### src/rtl/core/pfr_pkg.sv
// Shared types, constants and helpers for the process queue unit.
// No dependencies; imported by every module of the unit.
package pfr_pkg;

   localparam int DEPTH = 16;
   localparam int IDX_W = (DEPTH > 2) ? $clog2(DEPTH) : 1;
   localparam int CNT_W = $clog2(DEPTH + 1);

   localparam int PID_W      = 16;
   localparam int PRI_W      = 8;
   localparam int OCC_W      = 5;
   localparam int REQ_W      = 2;
   localparam int REQ_DATA_W = 24;
   localparam int RSP_FLD_W  = 1 + PID_W + PRI_W + OCC_W;
   localparam int RSP_DATA_W = ((RSP_FLD_W + 7) / 8) * 8;
   localparam int RSP_PAD_W  = RSP_DATA_W - RSP_FLD_W;

   // Bit positions in the response word
   localparam int RSP_OK_BIT  = 0;
   localparam int RSP_PID_LO  = 1;
   localparam int RSP_PRI_HI  = PID_W + PRI_W;

   typedef logic [IDX_W-1:0] idx_type;
   typedef logic [CNT_W-1:0] cnt_type;

   typedef struct packed {
      logic [PRI_W-1:0] prio;
      logic [PID_W-1:0] pid;
   } entry_type;

   typedef enum logic [REQ_W-1:0] {
      REQ_ENQUEUE = 2'd0,
      REQ_DEQUEUE = 2'd1,
      REQ_REMOVE  = 2'd2
   } req_code_type;

   typedef struct packed {
      logic      wr_en;
      idx_type   wr_addr;
      entry_type wr_data;
      logic      rd_en;
      idx_type   rd_addr;
   } mem_req_type;

   function automatic idx_type idx_next(idx_type i);
      return (i == idx_type'(DEPTH - 1)) ? '0 : idx_type'(i + 1'b1);
   endfunction

   function automatic idx_type idx_prev(idx_type i);
      return (i == '0) ? idx_type'(DEPTH - 1) : idx_type'(i - 1'b1);
   endfunction

endpackage

### src/rtl/core/pfr_entry_ram.sv
// Entry store of the process queue: one write port, one registered read port.
// Depends on pfr_pkg for the entry and request types.
module pfr_entry_ram
   import pfr_pkg::*;
(
   input  logic        clock,
   input  mem_req_type mem_req,
   output entry_type   rd_data
);

   entry_type mem [DEPTH];
   entry_type rd_data_ff;

   always_ff @(posedge clock) begin
      if (mem_req.wr_en) begin
         mem[mem_req.wr_addr] <= mem_req.wr_data;
      end
      if (mem_req.rd_en) begin
         rd_data_ff <= mem[mem_req.rd_addr];
      end
   end

   assign rd_data = rd_data_ff;

endmodule

### src/rtl/core/process_fifo_with_remove_unit.sv
// Ordered process queue with remove by id. Entries live in a ring buffer in a
// single-port-read synchronous RAM of DEPTH words. Enqueue, and any request that
// is refused, is answered from the idle state; the next word can follow right
// behind it once that response leaves. Dequeue passes through a RAM read, a
// pointer update and a response step. Remove scans from the head one entry per
// cycle through the RAM read port, then closes the gap by moving every later
// entry down one slot, one per cycle. No clearing pass runs after reset: slots
// are read only once written. A finished response waits in an output register;
// a new request word is taken only when that register is empty or its word
// leaves in the same cycle.
// Depends on pfr_pkg and pfr_entry_ram.
module process_fifo_with_remove_unit
   import pfr_pkg::*;
(
   input  logic                  clock,
   input  logic                  reset,
   input  logic                  req_tvalid,
   output logic                  req_tready,
   input  logic [REQ_W-1:0]      req_tuser,   // req_type
   input  logic [REQ_DATA_W-1:0] req_tdata,   // in_pid[15:0], in_priority[23:16]
   output logic                  rsp_tvalid,
   input  logic                  rsp_tready,
   output logic [RSP_DATA_W-1:0] rsp_tdata    // ok, out_pid, out_priority, occupancy, pad
);

   typedef enum logic [2:0] {
      ST_IDLE,
      ST_DEQ,
      ST_SCAN,
      ST_SHIFT,
      ST_RESP
   } state_type;

   state_type state_ff, state_in;
   idx_type   head_ff, head_in;
   idx_type   tail_ff, tail_in;
   cnt_type   count_ff, count_in;
   cnt_type   remain_ff, remain_in;
   idx_type   scan_ptr_ff, scan_ptr_in;
   idx_type   rd_ptr_ff, rd_ptr_in;
   logic [PID_W-1:0] key_ff, key_in;
   entry_type res_ff, res_in;
   logic      res_ok_ff, res_ok_in;
   logic      rsp_valid_ff, rsp_valid_in;
   logic [RSP_DATA_W-1:0] rsp_data_ff, rsp_data_in;

   mem_req_type mem_req;
   entry_type   rd_data;
   entry_type   req_entry;
   logic        out_free;
   logic        req_fire;

   function automatic logic [RSP_DATA_W-1:0] pack_rsp(logic ok, entry_type e, cnt_type c);
      return {{RSP_PAD_W{1'b0}}, OCC_W'(c), e.prio, e.pid, ok};
   endfunction

   pfr_entry_ram u_pfr_entry_ram (
      .clock   (clock),
      .mem_req (mem_req),
      .rd_data (rd_data)
   );

   assign req_entry  = entry_type'(req_tdata);
   assign out_free   = !rsp_valid_ff || rsp_tready;
   assign req_tready = (state_ff == ST_IDLE) && out_free;
   assign req_fire   = req_tvalid && req_tready;

   always_comb begin
      state_in     = state_ff;
      head_in      = head_ff;
      tail_in      = tail_ff;
      count_in     = count_ff;
      remain_in    = remain_ff;
      scan_ptr_in  = scan_ptr_ff;
      rd_ptr_in    = rd_ptr_ff;
      key_in       = key_ff;
      res_in       = res_ff;
      res_ok_in    = res_ok_ff;
      rsp_valid_in = rsp_valid_ff && !rsp_tready;
      rsp_data_in  = rsp_data_ff;
      mem_req      = '0;

      unique case (state_ff)
         ST_IDLE: begin
            if (req_fire) begin
               case (req_tuser)
                  REQ_ENQUEUE: begin
                     rsp_valid_in = 1'b1;
                     if (count_ff < cnt_type'(DEPTH)) begin
                        mem_req.wr_en   = 1'b1;
                        mem_req.wr_addr = tail_ff;
                        mem_req.wr_data = req_entry;
                        tail_in         = idx_next(tail_ff);
                        count_in        = count_ff + 1'b1;
                        rsp_data_in     = pack_rsp(1'b1, '0, count_ff + 1'b1);
                     end else begin
                        rsp_data_in = pack_rsp(1'b0, '0, count_ff);
                     end
                  end
                  REQ_DEQUEUE: begin
                     if (count_ff != '0) begin
                        mem_req.rd_en   = 1'b1;
                        mem_req.rd_addr = head_ff;
                        state_in        = ST_DEQ;
                     end else begin
                        rsp_valid_in = 1'b1;
                        rsp_data_in  = pack_rsp(1'b0, '0, count_ff);
                     end
                  end
                  REQ_REMOVE: begin
                     if (count_ff != '0) begin
                        mem_req.rd_en   = 1'b1;
                        mem_req.rd_addr = head_ff;
                        scan_ptr_in     = head_ff;
                        remain_in       = count_ff - 1'b1;
                        key_in          = req_entry.pid;
                        state_in        = ST_SCAN;
                     end else begin
                        rsp_valid_in = 1'b1;
                        rsp_data_in  = pack_rsp(1'b0, '0, count_ff);
                     end
                  end
                  default: begin
                     rsp_valid_in = 1'b1;
                     rsp_data_in  = pack_rsp(1'b0, '0, count_ff);
                  end
               endcase
            end
         end
         ST_DEQ: begin
            res_in    = rd_data;
            res_ok_in = 1'b1;
            head_in   = idx_next(head_ff);
            count_in  = count_ff - 1'b1;
            state_in  = ST_RESP;
         end
         ST_SCAN: begin
            if (rd_data.pid == key_ff) begin
               res_in    = rd_data;
               res_ok_in = 1'b1;
               if (remain_ff == '0) begin
                  // hit on the tail entry: nothing to move
                  tail_in  = idx_prev(tail_ff);
                  count_in = count_ff - 1'b1;
                  state_in = ST_RESP;
               end else begin
                  mem_req.rd_en   = 1'b1;
                  mem_req.rd_addr = idx_next(scan_ptr_ff);
                  rd_ptr_in       = idx_next(scan_ptr_ff);
                  state_in        = ST_SHIFT;
               end
            end else if (remain_ff == '0) begin
               res_in    = '0;
               res_ok_in = 1'b0;
               state_in  = ST_RESP;
            end else begin
               mem_req.rd_en   = 1'b1;
               mem_req.rd_addr = idx_next(scan_ptr_ff);
               scan_ptr_in     = idx_next(scan_ptr_ff);
               remain_in       = remain_ff - 1'b1;
            end
         end
         ST_SHIFT: begin
            // move the entry just read into the hole; the hole advances to it
            mem_req.wr_en   = 1'b1;
            mem_req.wr_addr = scan_ptr_ff;
            mem_req.wr_data = rd_data;
            scan_ptr_in     = rd_ptr_ff;
            if (remain_ff == cnt_type'(1)) begin
               tail_in  = idx_prev(tail_ff);
               count_in = count_ff - 1'b1;
               state_in = ST_RESP;
            end else begin
               mem_req.rd_en   = 1'b1;
               mem_req.rd_addr = idx_next(rd_ptr_ff);
               rd_ptr_in       = idx_next(rd_ptr_ff);
               remain_in       = remain_ff - 1'b1;
            end
         end
         ST_RESP: begin
            if (out_free) begin
               rsp_valid_in = 1'b1;
               rsp_data_in  = pack_rsp(res_ok_ff, res_ok_ff ? res_ff : '0, count_ff);
               state_in     = ST_IDLE;
            end
         end
         default: begin
            state_in = ST_IDLE;
         end
      endcase
   end

   always_ff @(posedge clock) begin
      if (reset) begin
         state_ff     <= ST_IDLE;
         head_ff      <= '0;
         tail_ff      <= '0;
         count_ff     <= '0;
         rsp_valid_ff <= 1'b0;
      end else begin
         state_ff     <= state_in;
         head_ff      <= head_in;
         tail_ff      <= tail_in;
         count_ff     <= count_in;
         rsp_valid_ff <= rsp_valid_in;
      end
      remain_ff   <= remain_in;
      scan_ptr_ff <= scan_ptr_in;
      rd_ptr_ff   <= rd_ptr_in;
      key_ff      <= key_in;
      res_ff      <= res_in;
      res_ok_ff   <= res_ok_in;
      rsp_data_ff <= rsp_data_in;
   end

   assign rsp_tvalid = rsp_valid_ff;
   assign rsp_tdata  = rsp_data_ff;

endmodule

### config.mk
export PLATFORM = sky130hd
export DESIGN_NAME = process_fifo_with_remove_unit
export DESIGN_NICKNAME = d
export VERILOG_FILES = /design/src/rtl/core/pfr_pkg.sv /design/src/rtl/core/pfr_entry_ram.sv /design/src/rtl/core/process_fifo_with_remove_unit.sv
export SDC_FILE = /design/constraint.sdc
export NUM_CORES = 1
export LEC_CHECK = 0
export BUFFER_PORTS_ARGS = -buffer_cell sky130_fd_sc_hd__clkbuf_2
export CAP_MARGIN = 20
export CORE_ASPECT_RATIO = 0.7
export CORE_MARGIN = 4
export CORE_UTILIZATION = 50
export CTS_CLUSTER_SIZE = 14
export DETAILED_ROUTE_END_ITERATION = 10
export GPL_TIMING_DRIVEN = 0
export HOLD_SLACK_MARGIN = 0.1
export PLACE_DENSITY_LB_ADDON = 0.25
export SYNTH_ARGS = -nofsm -noshare
export SYNTH_HDL_FRONTEND = slang
export SYNTH_SLANG_ARGS = --single-unit
### constraint.sdc
create_clock -name clock -period 5.4 [get_ports clock]
set_clock_uncertainty 0.05 [all_clocks]
set_input_delay 0.81 -clock clock [delete_from_list [all_inputs] [get_ports clock]]
set_output_delay 0.81 -clock clock [all_outputs]
set_load 0.005 [all_outputs]
==> results.md <==
* Yosys warning total at 0
* Number of buffers inserted by port buffering at 60
* Clk root buf: clkbuf_16
* Slowest stage cell, crit path: edfxtp_1
* Kind of path behind the tightest hold check: input port to register
* Largest stage delay, worst path at about 0.55 ns
* Number of synthesized register bits at 509
* Post-layout total power at approximately 11 mW
* Worst hold slack after final layout at 0.402 ns
* Antenna cell count at 0
* Number of buffer and inverter stages on the critical path at 5
* CTS sink count at between 500 and 600
* Highest net fanout along the worst path at 10
* Arrival time of data at the critical path endpoint at 4.16 ns
* Power Dens Cells at 471 nW/um^2
* Kind of end point of the critical path: register
* Largest net degree at the start of global routing at 31
* Max Fclk at about 260 MHz
* Number of nets in the layout at 1509
* Crit path max-delay family: compound AO/OA/AOI/OAI gates
* Transition time at the pin with the least slew margin at 1.05 ns
* Yosys cell types at 78
* H-tree Lvls at 2
* Global-route wire length before repair at slightly above 80000 um
* Antenna violation net count after detailed routing at 0
* Number of enable flip-flop cells after synthesis at 492
* Total area of multi-input combinational cells at ~5900 um^2
* Layout overhead on the synthesized area at 13.4%
* Detailed router's first-iteration violation count at 1705
* Number of cells upsized or downsized after cts at 0
* Horiz. Die Dim at ~260 um
* Via count of the first global-routing pass at 12200
* Clock transition at path regs at 0.07 ns
* Top cell type by total area after synthesis: edfxtp_1
* Number of buffers inserted by post-CTS setup repair at 0
* Placed wire-length estimate after detailed placement at 37300 um
* Height of the chip at 182 um
* Max-Cap Viols at 0
* Area used by sequential logic in the layout at about 15000 um^2
* Number of pins with negative max-slew slack in the final report at 0
* Most frequent cell after synthesis: edfxtp_1
* Post-Syn Instances at 1337
* GRT Util Overall at between 20% and 30%
* Detail-routed net length per standard cell at ~27 um
* Mean Syn Cell Area at 16.1 um^2
* Num CTS Buffers at 48
* Overall die area at 46500 um^2
* Top-area cell type share of the netlist area at 68.6%
* FP Rows at 63
* Final WL at 56100 um
* Final routed DRC violation total at 0
* Crit Path Category: register to register
* Setup-violating endpoint count in the final report at 0
* Core Footprint at 42400 um^2
* Synth cell count leaders: 492 x edfxtp_1, 143 x mux2_2, 52 x o22ai_1
* Drt pass-1 iters at 7
* Series of cell instances along the critical path: ha_1 > inv_1 > o32ai_1 > a22o_1 > buf_6 > clkbuf_8 > buf_2 > clkbuf_1 > o211ai_1 > a211oi_1
* Sequential-to-total area share from yosys stat at 70.2%
* Ratio of cells with drive above 1 in the final layout at 26.5%
* Synth async-reset ratio at 0%
* Remaining global-route overflow at 0
* Final Wtd Congestion at 0.880
* Routed vias/inst at 6.24
* Overall via count from detail_route at roughly 13000
* Final period utilization at 71.0%
* Final count of hold timing violations at 0
* Post-layout min period at 3.84 ns
* Clk buf depth at 3
* Netlist Area Pre-Place at 21500 um^2
* Top-level port count at 64
* Top cells by area, synth: edfxtp_1 69%, mux2_2 7.5%, o211ai_1 1.7%
* Filler instances at 3298
* Startpoint kind of the worst setup timing path: register
* Required time reported for the critical path endpoint at 5.72 ns
* Initial Util at 50.8%
* CTS tree: built
* Headroom to the max-slew limit at 28.6%
* Setup repair after global routing missed its margin: false
* Insertion delay to the later sink of the worst-skew pair at 0.58 ns
* P_leak at 8.15 nW
* Peak supply drop at 0.318 mV
* Result of the run: finished, final reports clean
* Hold_buf cts at 0
* Antenna violations before repair at 1
* Top_reg_cell synth: edfxtp_1
final cells by class:
type / instances / share of cell area, %
multi-input combinational: 697 / 24.0
buffer: 88 / 2.09
inverter: 44 / 0.677
sequential: 509 / 61.9
tap: 552 / 2.83
clock buffer: 56 / 5.13
clock inverter: 31 / 0.605
timing repair buffer: 75 / 2.69
worst paths after layout:
path / start / end / slack [ns] / depth (start not counted)
worst min register to register: res_ff[5] / rsp_tdata[6] / 0.47 / 1
worst max register to register: scan_ptr_ff[1] / u_pfr_entry_ram.rd_data[15] / 1.56 / 10
worst min-delay path: req_tdata[0] / key_ff[0] / 0.40 / 1
worst max-delay path: scan_ptr_ff[1] / u_pfr_entry_ram.rd_data[15] / 1.56 / 10
cell families (layout without fill, tap and decap cells):
family	after synthesis	after routing	synth area share, %
mux	174	174	9.44
fa+ha+maj	16	16	0.930
xor+xnor	31	31	1.26
simple gates	186	186	4.82
flops	509	509	70.2
other cells	1	2	0.0174
buf+inv	132	294	3.14
compound gates	288	288	10.2
report_power, final:
group	switching [mW]	internal (mW)
Sequential	0.272	4.99
Clock	1.44	1.66
Combinational	1.91	1.23
Total	3.62	7.87
flip-flops by register name, indices dropped and copies added (netlist names), 5 cells and up:
register and flops:
key_ff 16, res_ff 24, rsp_tdata 30, u_pfr_entry_ram.rd_data 24, u_pfr_entry_ram.mem 384, count_ff 5, remain_ff 5
metal layers:
| metal | vias to the layer above | wire length, um | track usage, % |
|---|---|---|---|
| li1 | 5551 | - | - |
| met1 | 6469 | 24300 | 35.6 |
| met2 | 660 | 25100 | 36.4 |
| met3 | 114 | 5140 | 3.82 |
| met4 | 2 | 1540 | 6.18 |
| met5 | - | 13 | 0 |
placed cells by master, fill, tap and decap left out, drive strengths merged, types with 6 or more instances in the layout:
master	Yosys	final
clkbuf	42	158
o2111ai	25	25
a21oi	22	22
clkinv	0	26
a221oi	23	23
edfxtp	492	492
a31oi	6	6
nand2	35	35
dfxtp	17	17
nand3	9	9
o22ai	52	52
nor2	43	43
mux2	166	166
xnor2	28	28
ha	16	16
buf	46	61
o211ai	54	54
nor3	8	8
mux2i	8	8
o21ai	24	24
nand4	8	8
and2	51	51
a22o	26	26
a211oi	30	30
inv	44	47
stage by stage:
| stage | setup WS (ns) | TNS, ns | area [um^2] | instances | util (%) |
|---|---|---|---|---|---|
| 5_1_grt | 1.42 | 0 | 24400 | 2052 | 57.6 |
| 2_1_floorplan | 1.91 | 0 | 21500 | 1338 | - |
| 6_report | 1.56 | 0 | 24400 | 2052 | 57.6 |
| 3_5_place_dp | 1.27 | 0 | 23000 | 1964 | 54.2 |
| 4_1_cts | 1.64 | 0 | 24400 | 2051 | 57.5 |
| 3_3_place_gp | -0.252 | -29.54 | 22500 | 1950 | 53.1 |
Power figures use the tool's default switching activity.
